--- config.mk ---
export PLATFORM = sky130hd
export DESIGN_NAME = button_debounce_combo_detector_unit
export DESIGN_NICKNAME = d
export VERILOG_FILES = /design/src/rtl/bdcd_pkg.sv /design/src/rtl/bdcd_csr.sv /design/src/rtl/bdcd_core.sv /design/src/rtl/button_debounce_combo_detector_unit.sv
export SDC_FILE = /design/constraint.sdc
export NUM_CORES = 1
export LEC_CHECK = 0
export BUFFER_PORTS_ARGS = -buffer_cell sky130_fd_sc_hd__buf_2
export CAP_MARGIN = 15
export CORE_UTILIZATION = 64
export CTS_CLUSTER_DIAMETER = 120
export DETAILED_ROUTE_END_ITERATION = 10
export GPL_TIMING_DRIVEN = 0
export PLACE_DENSITY = 0.82
export SYNTH_ARGS = -nofsm -noshare
export SYNTH_HDL_FRONTEND = slang
export SYNTH_SLANG_ARGS = --single-unit
--- constraint.sdc ---
create_clock -name clock -period 11.55 [get_ports clock]
set_input_delay 2.31 -clock clock [delete_from_list [all_inputs] [get_ports clock]]
set_output_delay 2.31 -clock clock [all_outputs]
set_load 0.02 [all_outputs]
--- src/rtl/bdcd_pkg.sv ---
// bdcd_pkg: shared types, constants and helpers for the button debounce and combo detector
// no dependencies

package bdcd_pkg;

   localparam int TIME_BITS = 32;
   localparam int CFG_BITS  = 16;
   localparam int NUM_BTN   = 3;
   localparam int REQ_BITS  = 40;
   localparam int RSP_BITS  = 16;

   localparam int BTN_BLUE   = 0;
   localparam int BTN_RED    = 1;
   localparam int BTN_YELLOW = 2;

   typedef enum logic [1:0] {
      CSR_DEBOUNCE = 2'd0,
      CSR_COMBO    = 2'd1,
      CSR_PULSE    = 2'd2
   } csr_index_type;

   localparam logic [CFG_BITS-1:0] DEBOUNCE_RESET = CFG_BITS'(30);
   localparam logic [CFG_BITS-1:0] COMBO_RESET    = CFG_BITS'(100);
   localparam logic [CFG_BITS-1:0] PULSE_RESET    = CFG_BITS'(500);

   typedef struct packed {
      logic [CFG_BITS-1:0] debounce_ms;
      logic [CFG_BITS-1:0] pair_wait_ms;
      logic [CFG_BITS-1:0] pulse_ms;
   } cfg_type;

   typedef struct packed {
      logic [31:0]        now_ms;
      logic [NUM_BTN-1:0] raw_buttons;
      logic               link_online;
   } req_item_type;

   typedef struct packed {
      logic [NUM_BTN-1:0] stable_buttons;
      logic               relay_on;
      logic               relay_off;
      logic               yellow_event;
      logic               combo_event;
      logic               red_event;
      logic               blue_event;
   } rsp_item_type;

   // wrapping elapsed-time check
   function automatic logic elapsed(input logic [TIME_BITS-1:0] now,
                                    input logic [TIME_BITS-1:0] since,
                                    input logic [CFG_BITS-1:0]  span);
      logic [TIME_BITS-1:0] diff;
      begin
         diff    = now - since;
         elapsed = (diff >= TIME_BITS'(span));
      end
   endfunction

endpackage

--- src/rtl/bdcd_csr.sv ---
// bdcd_csr: configuration registers for debounce, combo window and pulse length
// depends on bdcd_pkg

module bdcd_csr
   import bdcd_pkg::*;
(
   input  logic                clock,
   input  logic                reset,
   input  logic                csr_wr_en,
   input  logic [1:0]          csr_index,
   input  logic [CFG_BITS-1:0] csr_wdata,
   output cfg_type             cfg
);

   cfg_type cfg_ff, cfg_in;

   always_comb begin
      cfg_in = cfg_ff;
      if (csr_wr_en) begin
         unique case (csr_index_type'(csr_index))
            CSR_DEBOUNCE: cfg_in.debounce_ms  = csr_wdata;
            CSR_COMBO:    cfg_in.pair_wait_ms = csr_wdata;
            CSR_PULSE:    cfg_in.pulse_ms     = csr_wdata;
            default:      cfg_in = cfg_ff;
         endcase
      end
   end

   always_ff @(posedge clock) begin
      if (reset) begin
         cfg_ff.debounce_ms  <= DEBOUNCE_RESET;
         cfg_ff.pair_wait_ms <= COMBO_RESET;
         cfg_ff.pulse_ms     <= PULSE_RESET;
      end else begin
         cfg_ff <= cfg_in;
      end
   end

   assign cfg = cfg_ff;

endmodule

--- src/rtl/bdcd_core.sv ---
// bdcd_core: debounce state, pending presses, relay pulse and the one-sample step logic
// depends on bdcd_pkg

module bdcd_core
   import bdcd_pkg::*;
(
   input  logic         clock,
   input  logic         reset,
   input  logic         step,
   input  req_item_type item,
   input  cfg_type      cfg,
   output rsp_item_type result
);

   logic [NUM_BTN-1:0]   raw_ff, raw_in;
   logic [NUM_BTN-1:0]   stable_ff, stable_in;
   logic [TIME_BITS-1:0] change_ff [NUM_BTN];
   logic [TIME_BITS-1:0] change_in [NUM_BTN];
   logic                 seeded_ff, seeded_in;
   logic                 blue_pend_ff, blue_pend_in;
   logic                 red_pend_ff, red_pend_in;
   logic [TIME_BITS-1:0] blue_time_ff, blue_time_in;
   logic [TIME_BITS-1:0] red_time_ff, red_time_in;
   logic                 pulse_ff, pulse_in;
   logic [TIME_BITS-1:0] pulse_time_ff, pulse_time_in;

   logic [TIME_BITS-1:0] now;
   logic [NUM_BTN-1:0]   rise;
   logic                 ev_blue, ev_red, ev_combo, relay_off;

   assign now = TIME_BITS'(item.now_ms);

   always_comb begin
      raw_in        = raw_ff;
      stable_in     = stable_ff;
      change_in     = change_ff;
      seeded_in     = seeded_ff;
      blue_pend_in  = blue_pend_ff;
      red_pend_in   = red_pend_ff;
      blue_time_in  = blue_time_ff;
      red_time_in   = red_time_ff;
      pulse_in      = pulse_ff;
      pulse_time_in = pulse_time_ff;
      rise          = '0;
      ev_blue       = 1'b0;
      ev_red        = 1'b0;
      ev_combo      = 1'b0;

      relay_off = pulse_ff && elapsed(now, pulse_time_ff, cfg.pulse_ms);
      if (relay_off) begin
         pulse_in = 1'b0;
      end

      if (!item.link_online) begin
         seeded_in = 1'b0;
      end else if (!seeded_ff) begin
         raw_in    = item.raw_buttons;
         stable_in = item.raw_buttons;
         for (int i = 0; i < NUM_BTN; i++) begin
            change_in[i] = now;
         end
         seeded_in = 1'b1;
      end else begin
         for (int i = 0; i < NUM_BTN; i++) begin
            if (item.raw_buttons[i] != raw_ff[i]) begin
               raw_in[i]    = item.raw_buttons[i];
               change_in[i] = now;
            end else if (item.raw_buttons[i] != stable_ff[i] &&
                         elapsed(now, change_ff[i], cfg.debounce_ms)) begin
               stable_in[i] = item.raw_buttons[i];
               rise[i]      = item.raw_buttons[i];
            end
         end

         if (rise[BTN_BLUE]) begin
            blue_pend_in = 1'b1;
            blue_time_in = now;
         end
         if (rise[BTN_RED]) begin
            red_pend_in = 1'b1;
            red_time_in = now;
         end
         if (rise[BTN_YELLOW]) begin
            pulse_in      = 1'b1;
            pulse_time_in = now;
         end

         if (blue_pend_in && red_pend_in) begin
            ev_combo     = 1'b1;
            blue_pend_in = 1'b0;
            red_pend_in  = 1'b0;
         end else begin
            if (blue_pend_in && elapsed(now, blue_time_in, cfg.pair_wait_ms)) begin
               ev_blue      = 1'b1;
               blue_pend_in = 1'b0;
            end
            if (red_pend_in && elapsed(now, red_time_in, cfg.pair_wait_ms)) begin
               ev_red      = 1'b1;
               red_pend_in = 1'b0;
            end
         end
      end
   end

   always_comb begin
      result.blue_event     = ev_blue;
      result.red_event      = ev_red;
      result.combo_event    = ev_combo;
      result.yellow_event   = rise[BTN_YELLOW];
      result.relay_off      = relay_off;
      result.relay_on       = rise[BTN_YELLOW];
      result.stable_buttons = stable_in;
   end

   always_ff @(posedge clock) begin
      if (reset) begin
         raw_ff        <= '0;
         stable_ff     <= '0;
         seeded_ff     <= 1'b0;
         blue_pend_ff  <= 1'b0;
         red_pend_ff   <= 1'b0;
         blue_time_ff  <= '0;
         red_time_ff   <= '0;
         pulse_ff      <= 1'b0;
         pulse_time_ff <= '0;
         for (int i = 0; i < NUM_BTN; i++) begin
            change_ff[i] <= '0;
         end
      end else if (step) begin
         raw_ff        <= raw_in;
         stable_ff     <= stable_in;
         seeded_ff     <= seeded_in;
         blue_pend_ff  <= blue_pend_in;
         red_pend_ff   <= red_pend_in;
         blue_time_ff  <= blue_time_in;
         red_time_ff   <= red_time_in;
         pulse_ff      <= pulse_in;
         pulse_time_ff <= pulse_time_in;
         for (int i = 0; i < NUM_BTN; i++) begin
            change_ff[i] <= change_in[i];
         end
      end
   end

endmodule

--- src/rtl/button_debounce_combo_detector_unit.sv ---
// button_debounce_combo_detector_unit: top level with input and result registers
// depends on bdcd_pkg, bdcd_csr, bdcd_core
//
//  port group   dir   handshake          payload
//  req_         in    tvalid / tready    tdata: link_online, raw_buttons, now_ms
//  rsp_         out   tvalid / tready    tdata: events, relay flags, stable_buttons
//  csr_         in    wr_en              index, wdata
//
// one sample per clock sustained while rsp_ is not stalled; the input transfer is registered in
// the input register and its result then in the result register
// the step logic is a single combinational pass between the two registers
// reset clears valids, debounce state and loads default settings
// a stalled rsp_ holds the result and one more sample while taking none

module button_debounce_combo_detector_unit
   import bdcd_pkg::*;
(
   input  logic                clock,
   input  logic                reset,
   input  logic                req_tvalid,
   output logic                req_tready,
   input  logic [REQ_BITS-1:0] req_tdata,  // link_online, raw_buttons[3], now_ms[32], zero pad
   output logic                rsp_tvalid,
   input  logic                rsp_tready,
   output logic [RSP_BITS-1:0] rsp_tdata,  // blue, red, combo, yellow, relay_off, relay_on,
                                           // stable_buttons[3], zero pad
   input  logic                csr_wr_en,
   input  logic [1:0]          csr_index,
   input  logic [CFG_BITS-1:0] csr_wdata
);

   localparam int REQ_USED = $bits(req_item_type);
   localparam int RSP_USED = $bits(rsp_item_type);

   logic         in_valid_ff, in_valid_in;
   req_item_type in_item_ff;
   logic         out_valid_ff, out_valid_in;
   rsp_item_type out_item_ff;
   rsp_item_type step_result;
   cfg_type      cfg;
   logic         step;

   bdcd_csr u_csr (
      .clock     (clock),
      .reset     (reset),
      .csr_wr_en (csr_wr_en),
      .csr_index (csr_index),
      .csr_wdata (csr_wdata),
      .cfg       (cfg)
   );

   bdcd_core u_core (
      .clock  (clock),
      .reset  (reset),
      .step   (step),
      .item   (in_item_ff),
      .cfg    (cfg),
      .result (step_result)
   );

   assign step       = in_valid_ff && (!out_valid_ff || rsp_tready);
   assign req_tready = !in_valid_ff || step;

   always_comb begin
      in_valid_in  = in_valid_ff;
      out_valid_in = out_valid_ff;
      if (req_tready) begin
         in_valid_in = req_tvalid;
      end
      if (step) begin
         out_valid_in = 1'b1;
      end else if (rsp_tready) begin
         out_valid_in = 1'b0;
      end
   end

   always_ff @(posedge clock) begin
      if (reset) begin
         in_valid_ff  <= 1'b0;
         out_valid_ff <= 1'b0;
      end else begin
         in_valid_ff  <= in_valid_in;
         out_valid_ff <= out_valid_in;
      end
   end

   always_ff @(posedge clock) begin
      if (req_tready && req_tvalid) begin
         in_item_ff <= req_item_type'(req_tdata[REQ_USED-1:0]);
      end
      if (step) begin
         out_item_ff <= step_result;
      end
   end

   assign rsp_tvalid = out_valid_ff;
   assign rsp_tdata  = {{(RSP_BITS-RSP_USED){1'b0}}, out_item_ff};

endmodule

==> results.ini <==
[logic_synthesis]
yosysMostFrequentCell=nand2_1
synth_top_area_cell=dfxtp_1
ys.flop_type=dfxtp_1
ys_seq_area_share_pct=25.79
synth_warnings=0
yosysUniqueCellTypes=92
synth_enable_flop_cells=44
syn_inst=3260
synth_top_area_share_pct=20.43
netlist_top_cells_count=452 x nand2_1, 351 x a21oi_1, 288 x nor2_1
synth-async-reset-ratio_pct=0
synth_area_sq_um=24690
postSynthRegisterBits=296
synth.area.top_cells=dfxtp_1 20%, ha_1 14%, a21oi_1 7.1%
syn_area_per_cell_sq_um=7.573

[sta]
setup_slack_ns=0.3261
drv_slew=0
finalSetupViolCount=0
rsz0062_at_grt=true
hold_violations=0
finalCriticalPeriod_ns=11.22
max_slew.worst_pin.slew_ns=1.187
slew_headroom_pct=20.84
hold_slack_ns=0.4548
tns_ns=0
skew_ns=0.02270
fmax_mhz=89.10
period_share_pct=97.18

[placement]
place_hpwl_um=63020
place_congestion=1.002
port_buffers=68
place_ws_ns=-2.207

[die]
die_y_um=198.4
core_sq_um=37840
io_pins=81
rows=71
die-width_um=198.4
die-area_sq_um=39360
initial_core_util_pct=65.24

[detailed_routing]
drt_pass1_iterations=6
wire_per_inst_um=21.47
antenna_left=0
drt_wl_total_um=84690
vias=25592
drt_iter0_markers=2504
via_per_inst=6.489
drc=0

[power_and_ir_drop]
power.density_nw_per_um2=112.0
p_int_mw=2.026
leakage_nw=10.74
switching_share_pct=33.92
ir_worst_vdd_v=0.0001440
fin_total_pwr_mw=3.066
clock_power_share_pct=36.0
comb_power_share_pct=27.3
p_sw_mw=1.040
seqPwrFrac_pct=36.7

[global_routing]
grt_use_total_pct=42.30
grt_pass1_vias=23840
grt_antenna_before_repair=0
grt_max_degree=24
grt-ovfl-total=0
grt_pass1_wl_um=128700

[setup_path]
required_ns=12.03
crit_path_end_kind=flip-flop
critPathArrivalTime_ns=11.70
crit_fanout=13
cp_top_family=compound AO/OA/AOI/OAI gates
path_buf_inv=3
critPathMaxStageDelay_ns=0.59
startpoint_type=flip-flop
critPathMostFrequentCell=ha_1
slowest_stage=or4_1
crit_type=reg2reg

[outcome]
outcome=finished clean

[final_layout]
n_fill_cell=3042
area_delta_synth_final_pct=10.89
seqCellArea_sq_um=6366
num-nets-final=3753
drive_gt1_share_pct=7.486
antenna_cells=0
multi_input_area_sq_um=17030
fin_util_pct=72.34

[job]
max-cap-violations=0

[cts]
cts_buffers=35
path_clk_slew_ns=0.07
cts.sinks=296
clk_latency_ns=0.57
hold_buffers=0
htreeDepth=2
clockBufferDepth=3
cts_tree=yes
clock-root-buffer=clkbuf_16

[worst_hold_path]
hold_class=reg2reg

## cell usage in the layout (no fill, tap or decap), types with 9 or more instances in the layout
cell and n:
and2_1 14, xor2_1 39, nand4_1 37, a211o_1 20, ha_1 272, nor2b_1 40
nor4_1 11, xnor2_1 69, o21bai_1 27, a31oi_1 32, a2111oi_0 9, a21o_1 87
and3_1 30, or3_1 16, nand3_1 63, o21a_1 35, clkbuf_1 125, inv_1 252
o31ai_1 12, nand2b_1 47, nor2_1 286, nor3_1 50, a211oi_1 77, buf_2 74
nand2_1 450, mux2i_1 100, o2111ai_1 15, dfxtp_1 252, a21oi_1 346, clkbuf_16 37
o21ai_1 28, o211ai_1 24, or2_2 9, o22ai_1 12, buf_4 45, edfxtp_1 44
o21ai_0 118
## power by group through the flow
stage / Sequential [mW] / Combinational [mW] / Clock [mW]
finish: 1.12 / 0.837 / 1.11
CTS: 1.12 / 0.797 / 1.10
global placement: 1.15 / 0.739 / 0
global route: 1.12 / 0.914 / 1.14
detailed placement: 1.15 / 0.764 / 0
floorplan: 1.12 / 0.569 / 0
## tightest hold or removal path, delay by kind of cell (launching register included)
family           cells  cell delay [ns]
flip-flops           1             0.31
AND/OR/NAND/NOR      1             0.05
AO/OA/AOI/OAI        1             0.05
## stage by stage
stage	cell area [sq um]	cells
final	27380	3944
after global placement	25690	3845
after CTS	27140	3936
after global routing	27380	3944
after detailed placement	25710	3846
after floorplan	24710	3266
## logic make-up (layout without fill, tap and decap cells)
kind of cell	count (synthesis)	after routing	synth area share, %
AO/OA/AOI/OAI	957	957	24.79
XOR/XNOR	108	108	3.832
adder cells (fa/ha/maj)	286	286	14.64
buffers and inverters	401	568	6.264
flip-flops	296	296	25.79
multiplexers	109	109	4.455
other	1	7	0.01519
AND/OR/NAND/NOR	1102	1102	20.21
## routing by layer
layer  track usage [%]  routed length, um  vias to the layer above
met2             66.08              36420                     1361
met4             21.02               4434                        0
li1                  -                  -                    11896
met5                 0                  0                        -
met1             55.60              34440                    12057
met3             8.291               9391                      278
## state kept, by name, indices dropped and copies added, names as in the netlist
signal and flops:
rsp_tdata 8, u_core.blue_time_ff 32, u_core.seeded_ff 1, u_csr.cfg 48, in_valid_ff 1, u_core.raw_ff 3, rsp_tvalid 1, u_core.red_pend_ff 1
in_item_ff 36, u_core.change_ff 96, u_core.stable_ff 3, u_core.pulse_time_ff 32, u_core.blue_pend_ff 1, u_core.red_time_ff 32, u_core.pulse_ff 1
## repair_timing
| item | CTS | global route |
|---|---|---|
| endpoints found under the setup margin | 4 | 4 |
| pin swaps | 5 | 17 |
| setup buffers | 28 | 8 |
| resized for setup | 32 | 42 |
| cloned | 0 | 0 |
## layout make-up
class	count	share of cell area, %
clock buffer	51	3.807
clock inverter	11	0.2879
tap	511	2.336
multi-input combinational	2569	62.22
sequential	296	23.26
inverter	257	3.551
buffer	144	2.235
timing repair buffer	105	2.304
## worst paths after layout
check	from	to	slack, ns	cells after the start
worst min register to register	u_core.change_ff[14]	u_core.change_ff[14]	0.45	2
worst max-delay path	in_item_ff[5]	u_core.red_pend_ff	0.33	48
worst max register to register	in_item_ff[5]	u_core.red_pend_ff	0.33	48
worst min-delay path	u_core.change_ff[14]	u_core.change_ff[14]	0.45	2
(Power assumes the default switching activity.)
